File: src/rtl/cdc_pkg.sv
package cdc_pkg;

  localparam int ANGLE_W    = 24;
  localparam int TIME_W     = 32;
  localparam int DEG_W      = 32;
  localparam int TPT_W      = 16;
  localparam int TEETH_W    = 8;
  localparam int SUM_W      = TEETH_W + 1;
  localparam int TPD_PROD_W = TPT_W + SUM_W;
  localparam int TPD_W      = 17;
  localparam int RECIP_W    = 33;
  localparam int CNT_W      = $clog2(RECIP_W + 1);
  localparam int ET_W       = 23;
  localparam int EC_W       = 7;
  localparam int CYC_IN_W   = 16;
  localparam int CFG_IDX_W  = 2;
  localparam int CFG_DATA_W = 16;

  localparam int DIV360_M_W  = 26;
  localparam int DIV360_SH   = 34;
  localparam int DIV1000_M_W = 29;
  localparam int DIV1000_SH  = 38;
  localparam int DIV720_M_W  = 16;
  localparam int DIV720_SH   = 25;

  localparam int SCALE_W = TPD_PROD_W + DIV360_M_W;
  localparam int PDEG_W  = ANGLE_W + RECIP_W;
  localparam int PTIME_W = TIME_W + DIV1000_M_W;
  localparam int PBACK_W = ANGLE_W + TPD_W;
  localparam int PCYC_W  = CYC_IN_W + DIV720_M_W;

  localparam logic [DIV360_M_W-1:0]  DIV360_M  = 26'd47721859;
  localparam logic [DIV1000_M_W-1:0] DIV1000_M = 29'd274877907;
  localparam logic [DIV720_M_W-1:0]  DIV720_M  = 16'd46604;

  localparam logic [ET_W-1:0]    TIMER_CAP = 23'd10000;
  localparam logic [EC_W-1:0]    CYCLES_MAX = 7'd91;
  localparam logic [RECIP_W-1:0] RECIP_NUM = {1'b1, {(RECIP_W-1){1'b0}}};

  localparam logic [TPT_W-1:0]   TPT_RESET    = 16'd1024;
  localparam logic [TEETH_W-1:0] PRESENT_RESET = 8'd35;
  localparam logic [TEETH_W-1:0] ABSENT_RESET  = 8'd1;

  localparam logic [CFG_IDX_W-1:0] CFG_TOOTH_TICKS   = 2'd0;
  localparam logic [CFG_IDX_W-1:0] CFG_PRESENT_TEETH = 2'd1;
  localparam logic [CFG_IDX_W-1:0] CFG_ABSENT_TEETH  = 2'd2;

  typedef struct packed {
    logic               in_full_sync;
    logic [ANGLE_W-1:0] angle_count;
    logic [TIME_W-1:0]  time_now;
  } item_t;

  typedef struct packed {
    logic [DEG_W-1:0]   degree_total;
    logic [ANGLE_W-1:0] degrees_advanced;
    logic               restarted;
    logic [ET_W-1:0]    time_since_start;
    logic [EC_W-1:0]    cycles_since_start;
  } result_t;

  typedef enum logic [3:0] {
    ST_IDLE,
    ST_CFG_MUL,
    ST_CFG_SCALE,
    ST_CFG_START,
    ST_CFG_DIV,
    ST_MUL,
    ST_STEP,
    ST_UPDATE,
    ST_CYCLES,
    ST_DONE
  } ctrl_state_t;

  typedef struct packed {
    logic load_item;
    logic cfg_prod;
    logic cfg_scale;
    logic div_start;
    logic mul;
    logic back;
    logic update;
    logic cycles;
    logic finish;
  } ctrl_cmd_t;

  typedef struct packed {
    logic cfg_written;
    logic div_busy;
    logic out_free;
  } dp_status_t;

endpackage

File: src/rtl/cdc_ctrl.sv
module cdc_ctrl import cdc_pkg::*; (
  input  logic       clk,
  input  logic       rst,
  input  logic       item_valid,
  output logic       item_stall,
  input  dp_status_t status,
  output ctrl_cmd_t  cmd
);

  ctrl_state_t state, state_next;
  logic        dirty, dirty_next;
  logic        ready;

  assign ready = (state == ST_IDLE) && !dirty;

  always_ff @(posedge clk) begin
    if (rst) begin
      state <= ST_IDLE;
      dirty <= 1'b1;
    end else begin
      state <= state_next;
      dirty <= dirty_next;
    end
  end

  always_comb begin
    dirty_next = status.cfg_written || (dirty && (state != ST_CFG_MUL));
  end

  always_comb begin
    state_next = state;
    case (state)
      ST_IDLE: begin
        if (dirty) begin
          state_next = ST_CFG_MUL;
        end else if (item_valid) begin
          state_next = ST_MUL;
        end
      end
      ST_CFG_MUL:   state_next = ST_CFG_SCALE;
      ST_CFG_SCALE: state_next = ST_CFG_START;
      ST_CFG_START: state_next = ST_CFG_DIV;
      ST_CFG_DIV: begin
        if (!status.div_busy) begin
          state_next = ST_IDLE;
        end
      end
      ST_MUL:    state_next = ST_STEP;
      ST_STEP:   state_next = ST_UPDATE;
      ST_UPDATE: state_next = ST_CYCLES;
      ST_CYCLES: state_next = ST_DONE;
      ST_DONE: begin
        if (status.out_free) begin
          state_next = ST_IDLE;
        end
      end
      default: state_next = ST_IDLE;
    endcase
  end

  always_comb begin
    cmd        = '0;
    item_stall = !ready;
    case (state)
      ST_IDLE:      cmd.load_item = ready && item_valid;
      ST_CFG_MUL:   cmd.cfg_prod = 1'b1;
      ST_CFG_SCALE: cmd.cfg_scale = 1'b1;
      ST_CFG_START: cmd.div_start = 1'b1;
      ST_CFG_DIV:   cmd = '0;
      ST_MUL:       cmd.mul = 1'b1;
      ST_STEP:      cmd.back = 1'b1;
      ST_UPDATE:    cmd.update = 1'b1;
      ST_CYCLES:    cmd.cycles = 1'b1;
      ST_DONE:      cmd.finish = status.out_free;
      default:      cmd = '0;
    endcase
  end

endmodule

File: config.mk
export PLATFORM = sky130hd
export DESIGN_NAME = cdc_ctrl
export DESIGN_NICKNAME = d
export VERILOG_FILES = /design/src/rtl/cdc_pkg.sv /design/src/rtl/cdc_ctrl.sv
export SDC_FILE = /design/constraint.sdc
export NUM_CORES = 1
export LEC_CHECK = 0
export ABC_AREA = 1
export ABC_CLOCK_PERIOD_IN_PS = 2000
export BUFFER_PORTS_ARGS = -buffer_cell sky130_fd_sc_hd__buf_2
export CORE_AREA = 2 2 39 41
export CTS_BUF_LIST = sky130_fd_sc_hd__clkbuf_2 sky130_fd_sc_hd__clkbuf_4 sky130_fd_sc_hd__clkbuf_8
export CTS_CLUSTER_SIZE = 14
export DETAILED_ROUTE_END_ITERATION = 8
export DIE_AREA = 0 0 41 43
export PLACE_DENSITY = 0.45
export SLEW_MARGIN = 10
export SYNTH_ARGS = -nofsm -noshare
export SYNTH_HDL_FRONTEND = slang
export SYNTH_SLANG_ARGS = --single-unit
File: constraint.sdc
create_clock -name clk -period 2 [get_ports clk]
set_input_delay 0.4 -clock clk [delete_from_list [all_inputs] [get_ports clk]]
set_output_delay 0.4 -clock clk [all_outputs]
set_load 0.02 [all_outputs]
==> flow_metrics.py <==
metrics = {
    "cts": {
        "postCtsSetupBuffers": 0,
        "cts_sinks": 5,
        "cts_made_buffers": 3,
        "cts_resized": 0,
        "clk_latency_ps": 240,
        "clk_path_buf_depth": 2,
        "clkSlewWorstSetupHoldPaths_ps": 40,
        "cts_tree": "done",
        "root_buffer": "clkbuf_4",
        "hold_buffers": 0,
        "ctsHtreeMaxLevel": 1,
    },
    "yosys": {
        "ys_ff_latch": 5,
        "synth_cells": 57,
        "synth.cell_area_sq_um": 327,
        "synth_cell_type_count": 12,
        "synth_warnings": 0,
        "avgSynthCellArea_sq_um": 5.73,
        "synthesis.nets": 63,
        "synth_seq_area_share": 0.307,
    },
    "timing": {
        "setup-tns-final_ps": 0,
        "fin_crit_ps": 1630,
        "skew_ps": 2.70,
        "hold_viol_final": 0,
        "setup_viol": 0,
        "fmaxAchievable_ghz": 0.613,
        "worst_pin_slew_ps": 249,
        "hold-worst-slack_ps": 347,
        "fin_crit_sh": 0.816,
        "maxSlewHeadroom": 0.833,
        "rsz0062_at_grt": "no",
        "maxSlewViolCount": 0,
    },
    "placed_design": {
        "dpl.hpwl_microns": 679,
        "portBuffers": 15,
        "routabilityCongestion": 0.707,
        "placed_area_sq_um": 422,
        "place_inst": 88,
    },
    "die": {
        "die_y_microns": 43,
        "ioPinCount": 16,
        "die_area_sq_mm": 0.00176,
        "dieWidth_microns": 41,
        "core_sq_mm": 0.00138,
        "start_util": 0.236,
        "fp-row-count": 14,
    },
    "final_layout": {
        "multi_input_area_sq_um": 181,
        "final_layout_size_suffix_gt1_frac": 0.263,
        "syn_to_final_growth_pct": 38.3,
        "fillers": 158,
        "nets": 83,
        "antennaDiodeCount": 0,
        "regArea_sq_um": 100,
        "finalInstanceArea_sq_um": 452,
        "stdcell_count": 92,
    },
    "global_route": {
        "grt_pass1_vias": 312,
        "grt_pass1_wl_microns": 1200,
        "grt_max_degree": 8,
        "grt_usage": 0.106,
        "grt-ovfl-total": 0,
        "antenna_found_initial": 0,
    },
    "worst_setup_path": {
        "worstPathMaxFanout": 5,
        "start_kind": "register",
        "worstSetupEndpointType": "output port",
        "cp.arrival_ps": 1230,
        "cp.required_ps": 1600,
        "crit_type": "register to output port",
    },
    "routing": {
        "ant_nets": 0,
        "dr.pass1.iters": 4,
        "vias": 387,
        "drc": 0,
        "wl_per_cell_microns": 8.74,
        "vias_per_cell": 4.21,
        "drtIter0Drc": 5,
        "drt_wl_total_microns": 804,
    },
    "power_and_ir_drop": {
        "p_leak_nw": 0.262,
        "p_per_area_mw_per_mm2": 1290,
        "ir_drop_uv": 304,
    },
    "status": {
        "status": "finished clean",
    },
    "hold_path": {
        "hold_class": "input port to register",
    },
    "run": {
        "drv_cap": 0,
    },
}
-- cells in the final DEF, fill, tap and decap left out --
cell type / count
clkbuf_4: 4
dfxtp_1: 5
nor4_1: 2
nor2_1: 16
a21oi_1: 3
nand3_1: 5
nand2_1: 9
nand3b_1: 1
o22ai_1: 1
buf_2: 15
nor2_4: 1
o21ai_0: 1
inv_1: 12
nor3_1: 1
-- where the power goes --
part           internal [mW]  leakage, nW  switching [mW]  total, mW
logic                 0.0960        0.202           0.186      0.282
registers              0.130       0.0411          0.0427      0.173
clock network         0.0887       0.0184          0.0375      0.126
total                  0.315        0.262           0.266      0.581
-- cells by family (layout without fill, tap and decap cells) --
group / Yosys count / after routing / synth area share
flip-flops: 5 / 5 / 0.307
AO/OA/AOI/OAI: 5 / 5 / 0.0804
AND/OR/NAND/NOR: 35 / 35 / 0.475
buffers and inverters: 12 / 31 / 0.138
-- critical path, cell delays in order (launching register included) --
cell     delay (ps)
dfxtp_1         400
nand2_1         160
nor4_1          210
buf_2           220
-- synthesized netlist by cell type (all sizes together) --
cell type	n	share of area
nand3	5	0.077
nand3b	1	0.023
o22ai	1	0.019
nor4	2	0.038
nand2	9	0.10
o21ai	1	0.015
dfxtp	5	0.31
a21oi	3	0.046
nor3	1	0.015
nor2	17	0.22
inv	12	0.14
-- through the flow --
step	setup WS [ps]	power [mW]	utilization
2_1_floorplan	443	0.379	-
3_3_place_gp	604	0.465	0.305
3_5_place_dp	633	0.458	0.305
4_1_cts	376	0.588	0.326
5_1_grt	277	0.632	0.326
6_report	369	0.581	0.326
-- metal layers --
| layer | vias up | wire length [microns] | GRT usage |
|---|---|---|---|
| li1 | 216 | - | - |
| met1 | 164 | 368 | 0.119 |
| met2 | 7 | 399 | 0.150 |
| met3 | 0 | 36 | 0.0314 |
| met4 | 0 | 0 | 0.100 |
| met5 | - | 0 | 0 |
-- worst paths after layout --
| path | end | depth (start not counted) | from | slack [ps] |
|---|---|---|---|---|
| max | cmd[0] | 3 | state[0] | 370 |
| min | dirty | 3 | status[2] | 350 |
| max reg2reg | state[0] | 7 | state[0] | 840 |
| min reg2reg | dirty | 2 | dirty | 480 |
-- area by class of cell --
type | instances | area share
multi-input combinational | 40 | 0.402
sequential | 5 | 0.222
timing repair buffer | 15 | 0.166
inverter | 12 | 0.0997
clock buffer | 4 | 0.0665
tap | 16 | 0.0443
-- state kept, by name, indices dropped and copies added, names as in the netlist --
| signal | flops |
|---|---|
| state | 4 |
| dirty | 1 |
Note: power is estimated with default switching activity, not from simulation.
